==> config.mk <==
export PLATFORM = sky130hd
export DESIGN_NAME = bta_ctrl
export DESIGN_NICKNAME = d
export VERILOG_FILES = /design/src/hdl/bta_pkg.sv /design/src/hdl/bta_ctrl.sv
export SDC_FILE = /design/constraint.sdc
export NUM_CORES = 1
export LEC_CHECK = 0
export ABC_AREA = 0
export BUFFER_PORTS_ARGS = -buffer_cell sky130_fd_sc_hd__buf_2
export CORE_UTILIZATION = 52
export DETAILED_ROUTE_END_ITERATION = 8
export GPL_TIMING_DRIVEN = 0
export PLACE_DENSITY_LB_ADDON = 0.1
export SLEW_MARGIN = 10
export SYNTH_ARGS = -nofsm -noshare
export SYNTH_HDL_FRONTEND = slang
export SYNTH_SLANG_ARGS = --single-unit
==> constraint.sdc <==
create_clock -name clk -period 2 [get_ports clk]
set_input_delay 0.3 -clock clk [delete_from_list [all_inputs] [get_ports clk]]
set_output_delay 0.3 -clock clk [all_outputs]
set_load 0.02 [all_outputs]
==> src/hdl/bta_pkg.sv <==
// ----------------------------------------------------------------------------
// bta_pkg: shared types and constants of the boundary-tag allocator
// Request and result beats, request codes, controller states, datapath
// commands and the status bundle returned to the controller.
// ----------------------------------------------------------------------------
package bta_pkg;

	localparam int DEF_POOL_BYTES   = 4096;
	localparam int DEF_HEADER_BYTES = 12;

	// request codes
	localparam logic [1:0] REQ_ALLOC   = 2'd0;
	localparam logic [1:0] REQ_FREE    = 2'd1;
	localparam logic [1:0] REQ_REALLOC = 2'd2;

	typedef struct packed {
		logic [1:0]  req_type;
		logic [11:0] req_addr;
		logic        req_addr_valid;
		logic [11:0] req_size;
	} req_t;

	typedef struct packed {
		logic [11:0] result_addr;
		logic        result_null;
		logic        copy_valid;
		logic [11:0] copy_src;
		logic [11:0] copy_dst;
		logic [11:0] copy_len;
	} res_t;

	typedef enum logic [4:0] {
		ST_INIT_L, ST_INIT_R, ST_INIT_M, ST_IDLE, ST_DISP,
		ST_A_INIT, ST_A_CHK, ST_A_EVAL,
		ST_SP_CHK, ST_SP_N, ST_SP_WSP, ST_SP_WC,
		ST_F_INIT, ST_F_CHK, ST_F_EVAL,
		ST_FR_RO, ST_FR_O, ST_FR_N, ST_FR_P, ST_FR_E,
		ST_RE_N0, ST_RE_N, ST_RE_P,
		ST_FAIL, ST_DONE
	} state_t;

	typedef enum logic [4:0] {
		OP_NOP, OP_INIT_L, OP_INIT_R, OP_INIT_M, OP_LATCH,
		OP_A_INIT, OP_RD_P, OP_A_EVAL,
		OP_RD_N, OP_SP_N, OP_SP_WSP, OP_SP_WC,
		OP_F_INIT, OP_F_EVAL,
		OP_RD_O, OP_FR_O, OP_FR_N, OP_FR_P, OP_FR_E,
		OP_RD_N2, OP_RE_N, OP_RE_P,
		OP_FAIL
	} op_t;

	typedef struct packed {
		logic is_alloc;
		logic is_free;
		logic is_realloc;
		logic addr_valid;
		logic walk_end;
		logic addr_low;
		logic past_tgt;
		logic at_tgt;
		logic fit;
		logic rd_free;
		logic need_split;
		logic fr_merge;
		logic grow;
		logic fallback;
	} status_t;

endpackage

==> src/hdl/bta_ctrl.sv <==
// ----------------------------------------------------------------------------
// bta_ctrl: request sequencer
// Walks the chunk chain and steps through alloc, split, free and realloc,
// issuing one datapath command per cycle.
// ----------------------------------------------------------------------------
module bta_ctrl import bta_pkg::*; (
	input  logic    clk,
	input  logic    arst_n,
	input  logic    start,
	input  status_t status,
	output op_t     op,
	output logic    busy,
	output logic    done
);

	state_t state_q, state_nx;

	// state register
	always_ff @(posedge clk or negedge arst_n) begin
		if (!arst_n) begin
			state_q <= ST_INIT_L;
		end else begin
			state_q <= state_nx;
		end
	end

	// next state and command
	always_comb begin
		state_nx = state_q;
		op       = OP_NOP;
		case (state_q)
			ST_INIT_L: begin
				op = OP_INIT_L;
				state_nx = ST_INIT_R;
			end
			ST_INIT_R: begin
				op = OP_INIT_R;
				state_nx = ST_INIT_M;
			end
			ST_INIT_M: begin
				op = OP_INIT_M;
				state_nx = ST_IDLE;
			end
			ST_IDLE: begin
				if (start) begin
					op = OP_LATCH;
					state_nx = ST_DISP;
				end
			end
			ST_DISP: begin
				if (status.is_alloc) begin
					state_nx = ST_A_INIT;
				end else if (status.is_free) begin
					state_nx = status.addr_valid ? ST_F_INIT : ST_DONE;
				end else if (status.is_realloc) begin
					state_nx = ST_F_INIT;
				end else begin
					state_nx = ST_FAIL;
				end
			end
			// first-fit walk
			ST_A_INIT: begin
				op = OP_A_INIT;
				state_nx = ST_A_CHK;
			end
			ST_A_CHK: begin
				op = OP_RD_P;
				state_nx = status.walk_end ? ST_FAIL : ST_A_EVAL;
			end
			ST_A_EVAL: begin
				op = OP_A_EVAL;
				state_nx = status.fit ? ST_SP_CHK : ST_A_CHK;
			end
			// split of the chosen chunk
			ST_SP_CHK: begin
				op = OP_RD_N;
				state_nx = status.need_split ? ST_SP_N : ST_SP_WC;
			end
			ST_SP_N: begin
				op = OP_SP_N;
				state_nx = ST_SP_WSP;
			end
			ST_SP_WSP: begin
				op = OP_SP_WSP;
				state_nx = ST_SP_WC;
			end
			ST_SP_WC: begin
				op = OP_SP_WC;
				state_nx = status.fallback ? ST_FR_RO : ST_DONE;
			end
			// lookup of a used chunk by payload address
			ST_F_INIT: begin
				op = OP_F_INIT;
				if (status.addr_low) begin
					state_nx = status.is_free ? ST_DONE : ST_FAIL;
				end else begin
					state_nx = ST_F_CHK;
				end
			end
			ST_F_CHK: begin
				op = OP_RD_P;
				if (status.walk_end || status.past_tgt) begin
					state_nx = status.is_free ? ST_DONE : ST_FAIL;
				end else begin
					state_nx = ST_F_EVAL;
				end
			end
			ST_F_EVAL: begin
				op = OP_F_EVAL;
				if (!status.at_tgt) begin
					state_nx = ST_F_CHK;
				end else if (status.rd_free) begin
					state_nx = status.is_free ? ST_DONE : ST_FAIL;
				end else begin
					state_nx = status.is_free ? ST_FR_RO : ST_RE_N0;
				end
			end
			// free with merging
			ST_FR_RO: begin
				op = OP_RD_O;
				state_nx = ST_FR_O;
			end
			ST_FR_O: begin
				op = OP_FR_O;
				state_nx = ST_FR_N;
			end
			ST_FR_N: begin
				op = OP_FR_N;
				state_nx = ST_FR_P;
			end
			ST_FR_P: begin
				op = OP_FR_P;
				state_nx = status.fr_merge ? ST_FR_E : ST_DONE;
			end
			ST_FR_E: begin
				op = OP_FR_E;
				state_nx = ST_DONE;
			end
			// realloc: neighbors, then in place or fallback
			ST_RE_N0: begin
				op = OP_RD_N2;
				state_nx = ST_RE_N;
			end
			ST_RE_N: begin
				op = OP_RE_N;
				state_nx = ST_RE_P;
			end
			ST_RE_P: begin
				op = OP_RE_P;
				state_nx = status.grow ? ST_SP_CHK : ST_A_INIT;
			end
			ST_FAIL: begin
				op = OP_FAIL;
				state_nx = ST_DONE;
			end
			ST_DONE: begin
				state_nx = ST_IDLE;
			end
			default: begin
				state_nx = ST_IDLE;
			end
		endcase
	end

	assign busy = state_q != ST_IDLE;
	assign done = state_q == ST_DONE;

	a_done_busy: assert property (@(posedge clk) disable iff (!arst_n)
		done |-> busy) else $error("result beat outside a request");
	a_accept: assert property (@(posedge clk) disable iff (!arst_n)
		(start && !busy) |=> (busy && !done)) else $error("accepted beat not in work");
	a_pulse: assert property (@(posedge clk) disable iff (!arst_n)
		done |=> !done) else $error("result strobe longer than one cycle");

endmodule

==> flow_metrics.env, run 1 <==
export IMPL_clkSinkCount=5
export IMPL_antenna_diode_count=0
export IMPL_fin_nets=174
export IMPL_netlist_area_leader_share=0.1374
export IMPL_crit_path_start_kind="flip-flop"
export IMPL_setup_worst_path_class="flip-flop to primary output"
export IMPL_synth_flop_cell="sky130_fd_sc_hd__dfrtp_1"
export IMPL_fraction_of_layout_cells_with_a_size_suffix_above_1=0.2727
export IMPL_power_clock_fraction=0.075
export IMPL_start_util=0.5778
export IMPL_post_layout_total_power_mw=1.610
export IMPL_cp_arrival_ns=1.66
export IMPL_grt_setup_unrepaired="yes"
export IMPL_finalSetupViolations=0
export IMPL_grt_overflow=0
export IMPL_switching_share=0.5444
export IMPL_worstPathRequired_ns=1.70
export IMPL_finalWorstPathRequiredPeriod_ns=1.960
export IMPL_layout_top_registers="state_q (5)"
export IMPL_clock_path_buffers=2
export IMPL_layout_cells_non_filler=170
export IMPL_post_cts_repair_setup_buffers=0
export IMPL_floorplan_core_area_sq_um=1577
export IMPL_hold_path_depth=3
export IMPL_timing_hold_worst_start="status[11]"
export IMPL_worst_slew_margin_rel=0.7456
export IMPL_cp_end_kind="primary output"
export IMPL_via_count=1153
export IMPL_nFillCells=134
export IMPL_cts_reportedPaths_clkPinSlew_ns=0.04
export IMPL_row_count=14
export IMPL_irDropWorstVdd_uv=893.0
export IMPL_synth_seq_cells=5
export IMPL_layout_area_seq_sq_um=125.1
export IMPL_residual_drc=0
export IMPL_fin_worst_hold_slack_ns=0.3023
export IMPL_drv_cap=0
export IMPL_power_static_leakage_nw=0.4886
export IMPL_drt_antenna_violating_nets=0
export IMPL_hpwl_mm=2.171
export IMPL_die_height_microns=43.86
export IMPL_synth_seq_area_share=0.1374
export IMPL_post_route_period_util=0.9800
export IMPL_clk_insertion_delay_late_ns=0.25
export IMPL_hp_class="input port to flip-flop"
export IMPL_syn_mean_instance_area_sq_um=7.172
export IMPL_combined_area_of_the_multi_input_logic_cells_sq_um=685.7
export IMPL_drtIter0Drc=80
export IMPL_timing_clock_skew_ns=0.001737
export IMPL_placed_cells=166
export IMPL_comb_power_share=0.809
export IMPL_htree_num_levels=1
export IMPL_synth_fp_nets=146
export IMPL_grt_max_degree=19
export IMPL_ys_top_cells_by_count="sky130_fd_sc_hd__nor2_1 (13), sky130_fd_sc_hd__nand2_1 (10), sky130_fd_sc_hd__o21ai_0 (10), sky130_fd_sc_hd__inv_1 (9)"
export IMPL_final_util=0.6929
export IMPL_cell_count_after_synthesis=127
export IMPL_cts_buffers_inserted=3
export IMPL_ys_top_cells_by_area="sky130_fd_sc_hd__dfrtp_1 (14%), sky130_fd_sc_hd__o21ai_0 (5.5%), sky130_fd_sc_hd__nor2_1 (5.4%)"
export IMPL_crit_reg2reg_launch="state_q[4]$_DFFE_PN0P_"
export IMPL_cts_tree="built"
export IMPL_area_grow_syn2layout_pct=19.92
export IMPL_run_status="finished, final reports clean"
export IMPL_fin_setup_tns_ns=0
export IMPL_internal_power_mw=0.7337
export IMPL_synth_warning_count=0
export IMPL_first_global_vias=968
export IMPL_synth_most_common_cell="sky130_fd_sc_hd__nor2_1"
export IMPL_fp_dieArea_sq_um=1923
export IMPL_power_density_nw_per_um2=1474
export IMPL_largest_register="state_q"
export IMPL_initial_antenna_violation_count=0
export IMPL_endpoints_failing_hold=0
export IMPL_finalWirelength_mm=2.833
export IMPL_largest_register_ff_count=5
export IMPL_port_buffers=23
export IMPL_synth_largest_area_cell="sky130_fd_sc_hd__dfrtp_1"
export IMPL_tightestPinTransition_ns=0.3815
export IMPL_detail_route_vias_per_cell=6.782
export IMPL_post_synth_num_cell_types=50
export IMPL_die_width_microns=43.86
export IMPL_share_of_synthesized_flip_flops_with_an_asynchronous_set_or_reset=1.000
export IMPL_first_pass_iters=7
export IMPL_routed_wire_length_per_instance_microns=16.66
export IMPL_grt_first_pass_wirelength_mm=4.671
export IMPL_syn_cell_area_sq_um=910.9
export IMPL_crit_fanout=10
export IMPL_maxClockFrequency_ghz=0.5102
export IMPL_timing_reg2reg_worst_path_depth=5
export IMPL_power_sequential_fraction=0.117
export IMPL_synth_edf_count=0
export IMPL_finalWeightedCongestion=0.9571
export IMPL_net_switching_power_mw=0.8767
export IMPL_ctsRootBufferMaster="sky130_fd_sc_hd__clkbuf_4"
export IMPL_io_pin_count=24
export IMPL_timing_critical_path_from="state_q[3]$_DFFE_PN0P_"
export IMPL_slew_violations=0
export IMPL_grt_usage=0.3322
==> critical path: stages (launching register included) <==
cell                      delay (ns)
sky130_fd_sc_hd__dfrtp_1        0.37
sky130_fd_sc_hd__buf_6          0.14
sky130_fd_sc_hd__buf_4          0.17
sky130_fd_sc_hd__buf_4          0.18
sky130_fd_sc_hd__a22o_1         0.23
sky130_fd_sc_hd__a21oi_1        0.16
sky130_fd_sc_hd__buf_4          0.16
==> placed cells by master (no fill, tap or decap), drive strengths merged, types with 2 or more instances in the layout <==
master and n:
a221oi 3, nor3b 2, a32o 2, inv 9, nand2b 2, nor4b 2
and2b 2, nand2 10, o22ai 2, o21ai 11, buf 32, ha 2
nand4 3, nand3 2, nor2 13, dfrtp 5, and3 2, clkbuf 5
a21oi 6, nor2b 5, nor4 6, a211oi 3, a21o 2, or3b 2
a31oi 2
==> layer usage <==
layer	vias to the layer above	routed length [microns]	part of all wire	GRT usage
li1	533	-	-	-
met1	522	1221	0.43	0.4798
met2	86	1274	0.45	0.4866
met3	12	276	0.097	0.07917
met4	0	60	0.021	0.1030
met5	-	0	0	0
==> per-stage QoR <==
step	cell area [sq um]	setup WS [ns]
final	1092	0.04004
after global routing	1092	-0.07324
after global placement	1046	0.2591
after CTS	1077	0.0007427
after floorplan	910.9	0.3263
after detailed placement	1046	0.1997
==> final cells by class <==
type                       instances  area share
timing repair buffer              24      0.1168
multi-input combinational        102      0.6277
clock buffer                       4     0.02405
tap                               16     0.01833
sequential                         5      0.1145
buffer                            10     0.06758
inverter                           9     0.03093
==> power by group through the flow <==
stage                     Clock [mW]  Combinational [mW]  Sequential [mW]
after CTS                      0.122                1.23            0.185
after global routing           0.132                1.41            0.192
after floorplan                    0               0.935            0.176
after detailed placement           0                1.24            0.186
after global placement             0                1.23            0.183
final                          0.120                1.30            0.188
==> path summary, 6_finish.rpt <==
path | endpoint | slack (ns)
worst max-delay path | op[1] | 0.04
worst min-delay path | state_q[3]$_DFFE_PN0P_ | 0.30
worst max register to register | state_q[3]$_DFFE_PN0P_ | 0.38
worst min register to register | state_q[4]$_DFFE_PN0P_ | 0.77
max in group asynchronous | state_q[1]$_DFFE_PN0P_ | 1.47
min in group asynchronous | state_q[4]$_DFFE_PN0P_ | 0.39
==> kinds of logic (layout without fill, tap and decap cells) <==
family / Yosys count / count (layout) / share of synthesized area
buf+inv: 20 / 47 / 0.1168
compound gates: 44 / 44 / 0.3517
flops: 5 / 5 / 0.1374
fa+ha+maj: 2 / 2 / 0.02747
xor+xnor: 1 / 1 / 0.009617
simple gates: 55 / 55 / 0.3572
==> repair_timing <==
item,4_1_cts,5_1_grt
hold buffers,1,0
cloned,0,0
hold endpoints to repair,5,0
endpoints found under the setup margin,1,4
resized for setup,0,10
(Power assumes the default switching activity.)
==> inputs of run 2 (changes only) <==
--- a/config.mk
+++ b/config.mk
@@ -8,5 +8,6 @@
 export ABC_AREA = 0
 export BUFFER_PORTS_ARGS = -buffer_cell sky130_fd_sc_hd__buf_2
-export CORE_UTILIZATION = 52
+export CORE_ASPECT_RATIO = 1.1
+export CORE_UTILIZATION = 40
 export DETAILED_ROUTE_END_ITERATION = 8
 export GPL_TIMING_DRIVEN = 0
==> constraint.sdc (replaced) <==
create_clock -name clk -period 2 [get_ports clk]
set_input_delay 0.4 -clock clk [delete_from_list [all_inputs] [get_ports clk]]
set_output_delay 0.4 -clock clk [all_outputs]
set_load 0.02 [all_outputs]
==> flow_metrics.env, run 2 (synthesis results as in run 1) <==
export IMPL_crit_path_cell_trace="buf_6, buf_6, buf_6, a22o_1, a21oi_2, buf_6"
export IMPL_clkSinkCount=5
export IMPL_finalWorstPathRequiredPeriod_ns=1.943
export IMPL_residual_drc=0
export IMPL_tightestPinTransition_ns=0.4646
export IMPL_post_layout_total_power_mw=1.919
export IMPL_run_status="finished, final reports clean"
export IMPL_ctsRootBufferMaster="sky130_fd_sc_hd__clkbuf_4"
export IMPL_drv_cap=0
export IMPL_finalWeightedCongestion=0.9705
export IMPL_leading_cell_types_in_the_layout_fill_and_taps_excluded="sky130_fd_sc_hd__buf_2 (21), sky130_fd_sc_hd__nor2_1 (11), sky130_fd_sc_hd__buf_4 (11)"
export IMPL_fraction_of_layout_cells_with_a_size_suffix_above_1=0.3558
export IMPL_drtIter0Drc=95
export IMPL_critPathMostFrequentCell="sky130_fd_sc_hd__buf_6"
export IMPL_initial_antenna_violation_count=0
export IMPL_antenna_diode_count=0
export IMPL_clk_insertion_delay_late_ns=0.24
export IMPL_worst_slew_margin_rel=0.6862
export IMPL_area_grow_syn2layout_pct=36.95
export IMPL_rrSetupSlack_ns=0.38
export IMPL_cts_tree="built"
export IMPL_cts_buffers_inserted=3
export IMPL_grt_setup_unrepaired="yes"
export IMPL_worstPathRequired_ns=1.60
export IMPL_hp_class="input port to flip-flop"
export IMPL_max_stage_delay_ns=0.36
export IMPL_port_buffers=23
export IMPL_finalSetupViolations=0
export IMPL_detail_route_vias_per_cell=6.209
export IMPL_routed_wire_length_per_instance_microns=15.85
export IMPL_mostFrequentLayoutCell="sky130_fd_sc_hd__buf_2"
export IMPL_crit_path_start_kind="flip-flop"
export IMPL_die_height_microns=52.05
export IMPL_cp_arrival_ns=1.54
export IMPL_grt_max_degree=20
export IMPL_first_pass_iters=4
export IMPL_die_width_microns=47.50
export IMPL_final_util=0.5984
export IMPL_layout_top_registers="state_q (5)"
export IMPL_power_density_nw_per_um2=1539
export IMPL_crit_fanout=10
export IMPL_cp_buffers_inverters=4
export IMPL_timing_clock_skew_ns=0.001656
export IMPL_cts_reportedPaths_clkPinSlew_ns=0.04
export IMPL_largest_register="state_q"
export IMPL_setup_worst_path_class="flip-flop to primary output"
export IMPL_fin_nets=183
export IMPL_first_global_vias=1017
export IMPL_post_route_period_util=0.9715
export IMPL_clock_path_buffers=2
export IMPL_slew_violations=0
export IMPL_grt_first_pass_wirelength_mm=4.705
export IMPL_maxClockFrequency_ghz=0.5147
export IMPL_drt_antenna_violating_nets=0
export IMPL_cp_end_kind="primary output"
export IMPL_hpwl_mm=2.155
export IMPL_cp_delay_by_family_top="buffers and inverters"
export IMPL_grt_usage=0.2666
export IMPL_finalWirelength_mm=3.028
export IMPL_start_util=0.4370
export IMPL_irDropWorstVdd_uv=731.7
export IMPL_row_count=17
export IMPL_crit_path_top_delay_cell="sky130_fd_sc_hd__dfrtp_1"
export IMPL_grt_overflow=0
export IMPL_fp_dieArea_sq_um=2472
export IMPL_largest_register_ff_count=5
export IMPL_io_pin_count=24
export IMPL_endpoints_failing_hold=0
export IMPL_htree_num_levels=1
export IMPL_power_static_leakage_nw=0.5435
export IMPL_floorplan_core_area_sq_um=2085
export IMPL_via_count=1186
run 2: area by class of cell:
| class | count | area, sq um |
|---|---|---|
| inverters | 9 | 37.54 |
| multi-input cells | 102 | 700.7 |
| repair buffers | 33 | 201.4 |
| clock buffers | 4 | 26.28 |
| flip-flops and latches | 5 | 125.1 |
| fillers | 213 | 837.1 |
| well taps | 28 | 35.03 |
| plain buffers | 10 | 121.4 |
run 2: path summary, 6_finish.rpt:
path,start,end,cells past startpoint
setup reg to reg,state_q[1]$_DFFE_PN0P_,state_q[0]$_DFFE_PN0P_,6
setup / recovery,state_q[3]$_DFFE_PN0P_,op[1],6
hold / removal,status[11],state_q[3]$_DFFE_PN0P_,3
min in group asynchronous,arst_n,state_q[1]$_DFFE_PN0P_,2
max in group asynchronous,arst_n,state_q[2]$_DFFE_PN0P_,2
hold reg to reg,state_q[4]$_DFFE_PN0P_,state_q[4]$_DFFE_PN0P_,3
run 2: metrics by stage:
step	setup WS [ns]	std cells	hold WS, ns	area (sq um)	setup TNS [ns]
6_report	0.05703	191	0.4395	1247	0
5_1_grt	-0.04982	191	0.4331	1247	-0.04982
4_1_cts	0.004325	182	0.4277	1124	0
3_5_place_dp	0.1452	178	0.2160	1061	0
3_3_place_gp	0.1281	178	0.2125	1061	0
2_1_floorplan	0.2263	127	0.1044	910.9	0
run 2: repair_timing:
item,in CTS,in global routing
setup buffers,0,9
pin swaps,0,3
gates cloned,0,0
endpoints found under the setup margin,4,6
hold buffers,1,0
endpoints found under the hold margin,5,0
resized for setup,12,20
run 2: worst register-to-register path, cell delays in order, from the launching register on:
cell                      delay, ns
sky130_fd_sc_hd__dfrtp_1       0.37
sky130_fd_sc_hd__buf_6         0.14
sky130_fd_sc_hd__buf_4         0.15
sky130_fd_sc_hd__nor2b_1       0.15
sky130_fd_sc_hd__a32o_1        0.28
sky130_fd_sc_hd__a31oi_1       0.24
sky130_fd_sc_hd__nand4_1       0.14
run 2: report_power, final:
| part | leakage [nW] | internal (mW) | switching (mW) |
|---|---|---|---|
| clock | 0.0150 | 0.0755 | 0.0421 |
| sequential | 0.0617 | 0.151 | 0.0400 |
| combinational | 0.467 | 0.727 | 0.883 |
| total | 0.544 | 0.954 | 0.965 |
run 2: metal layers:
layer | global-route usage | vias to the layer above | share of wire
met2 | 0.3950 | 80 | 0.47
met1 | 0.4004 | 551 | 0.41
met3 | 0.05208 | 5 | 0.11
met5 | 0 | - | 0
li1 | - | 550 | -
met4 | 0.03333 | 0 | 0.011
==> inputs of run 3 (changes only) <==
- CORE_UTILIZATION: 40 -> 52
==> flow_metrics.env, run 3 (synthesis results as in run 1) <==
export IMPL_crit_fanout=10
export IMPL_fp_dieArea_sq_um=1923
export IMPL_crit_path_top_delay_cell="sky130_fd_sc_hd__dfrtp_1"
export IMPL_timing_clock_skew_ns=0.0006005
export IMPL_finalWorstPathRequiredPeriod_ns=1.972
export IMPL_clk_insertion_delay_late_ns=0.25
export IMPL_via_count=1170
export IMPL_ctsRootBufferMaster="sky130_fd_sc_hd__clkbuf_4"
export IMPL_grt_max_degree=11
export IMPL_met2_usage=0.5625
export IMPL_post_place_ws_ns=0.1560
export IMPL_htree_num_levels=1
export IMPL_die_width_microns=41.91
export IMPL_place_area_sq_um=1047
export IMPL_first_pass_iters=4
export IMPL_crit_path_start_kind="flip-flop"
export IMPL_crit_path_cell_trace="buf_6, buf_6, buf_6, a22o_1, a21oi_2, buf_4"
export IMPL_layout_cells_non_filler=173
export IMPL_max_stage_delay_ns=0.37
export IMPL_setup_worst_path_class="flip-flop to primary output"
export IMPL_slew_violations=0
export IMPL_grt_first_pass_wirelength_mm=4.871
export IMPL_fin_setup_tns_ns=0
export IMPL_worstPathRequired_ns=1.60
export IMPL_irDropWorstVdd_uv=1035
export IMPL_grt_usage=0.3401
export IMPL_routed_wire_length_per_instance_microns=18.34
export IMPL_clock_path_buffers=2
export IMPL_maxClockFrequency_ghz=0.5071
export IMPL_drtIter0Drc=79
export IMPL_nFillCells=128
export IMPL_globalRoute_busiestLayer="met2"
export IMPL_placed_cells=167
export IMPL_worst_slew_margin_rel=0.6743
export IMPL_clkSinkCount=5
export IMPL_global_route_usage_met1=0.4090
export IMPL_power_static_leakage_nw=0.5148
export IMPL_io_pin_count=24
export IMPL_floorplan_core_area_sq_um=1595
export IMPL_critPathMostFrequentCell="sky130_fd_sc_hd__buf_6"
export IMPL_endpoints_failing_hold=0
export IMPL_layout_area_seq_sq_um=126.4
export IMPL_detail_route_vias_per_cell=6.763
export IMPL_initial_antenna_violation_count=0
export IMPL_rrSetupSlack_ns=0.39
export IMPL_met3_usage=0.07540
export IMPL_drv_cap=0
export IMPL_power_density_nw_per_um2=1564
export IMPL_drt_antenna_violating_nets=0
export IMPL_largest_register_ff_count=5
export IMPL_finalWeightedCongestion=0.9660
export IMPL_cp_arrival_ns=1.57
export IMPL_start_util=0.5710
export IMPL_row_count=15
export IMPL_antenna_diode_count=0
export IMPL_die_height_microns=45.90
export IMPL_leading_cell_types_in_the_layout_fill_and_taps_excluded="sky130_fd_sc_hd__buf_2 (20), sky130_fd_sc_hd__nor2_1 (11), sky130_fd_sc_hd__nand2_1 (10)"
export IMPL_cp_end_kind="primary output"
export IMPL_fraction_of_layout_cells_with_a_size_suffix_above_1=0.3333
export IMPL_mostFrequentLayoutCell="sky130_fd_sc_hd__buf_2"
export IMPL_grt_overflow=0
export IMPL_residual_drc=0
export IMPL_first_global_vias=1035
export IMPL_hpwl_mm=2.275
export IMPL_final_area_sq_um=1196
export IMPL_tightestPinTransition_ns=0.4822
export IMPL_largest_register="state_q"
export IMPL_run_status="finished, final reports clean"
export IMPL_fin_nets=176
export IMPL_hp_class="input port to flip-flop"
export IMPL_area_grow_syn2layout_pct=31.32
export IMPL_combined_area_of_the_multi_input_logic_cells_sq_um=715.7
export IMPL_postLayoutSetupSlackWorst_ns=0.02785
export IMPL_post_route_period_util=0.9861
export IMPL_cts_buffers_inserted=3
export IMPL_layout_top_registers="state_q (5)"
export IMPL_cts_tree="built"
export IMPL_finalWirelength_mm=3.172
export IMPL_cts_reportedPaths_clkPinSlew_ns=0.04
export IMPL_port_buffers=23
export IMPL_finalSetupViolations=0
-- run 3: repair_timing --
item / 4_1_cts / 5_1_grt
endpoints found under the setup margin: 5 / 6
hold buffers: 1 / 0
gates resized for setup: 11 / 26
pin swaps: 0 / 2
setup buffers: 0 / 2
hold endpoints to repair: 5 / 0
-- run 3: cell type report --
cell class,count,area share
multi-input cells,102,0.5983
repair buffers,26,0.1234
flip-flops and latches,5,0.1056
plain buffers,10,0.1015
inverters,9,0.03138
clock buffers,4,0.02197
well taps,17,0.01778
-- run 3: routing by layer --
metal | routed length, microns | up-vias
li1 | - | 544
met1 | 1236 | 531
met2 | 1525 | 78
met3 | 272 | 17
met4 | 137 | 0
met5 | 0 | -
-- run 3: power by group --
part	switching, mW	internal, mW	total, mW
clock network	0.0456	0.0757	0.121
registers	0.0474	0.154	0.201
logic	0.886	0.663	1.55
total	0.979	0.892	1.87
-- run 3: stage by stage --
step | utilization | power, mW | hold slack [ns]
6_report | 0.7498 | 1.871 | 0.4189
5_1_grt | 0.7498 | 1.986 | 0.4520
4_1_cts | 0.6980 | 1.630 | 0.4288
3_5_place_dp | 0.6565 | 1.431 | 0.2191
3_3_place_gp | 0.6565 | 1.409 | 0.2153
2_1_floorplan | - | 1.110 | 0.1044
-- run 3: critical path, delay by kind of cell (launching register included) --
family,cells,cell delay (ns)
buf+inv,4,0.58
flops,1,0.37
compound gates,2,0.37
-- run 3: worst paths after layout --
check                           depth (start not counted)                    from                      to
min in group asynchronous                               2                  arst_n  state_q[3]$_DFFE_PN0P_
worst max-delay path                                    6  state_q[3]$_DFFE_PN0P_                   op[1]
worst max register to register                          5  state_q[4]$_DFFE_PN0P_  state_q[0]$_DFFE_PN0P_
worst min register to register                          3  state_q[4]$_DFFE_PN0P_  state_q[4]$_DFFE_PN0P_
worst min-delay path                                    3              status[11]  state_q[3]$_DFFE_PN0P_
max in group asynchronous                               2                  arst_n  state_q[4]$_DFFE_PN0P_
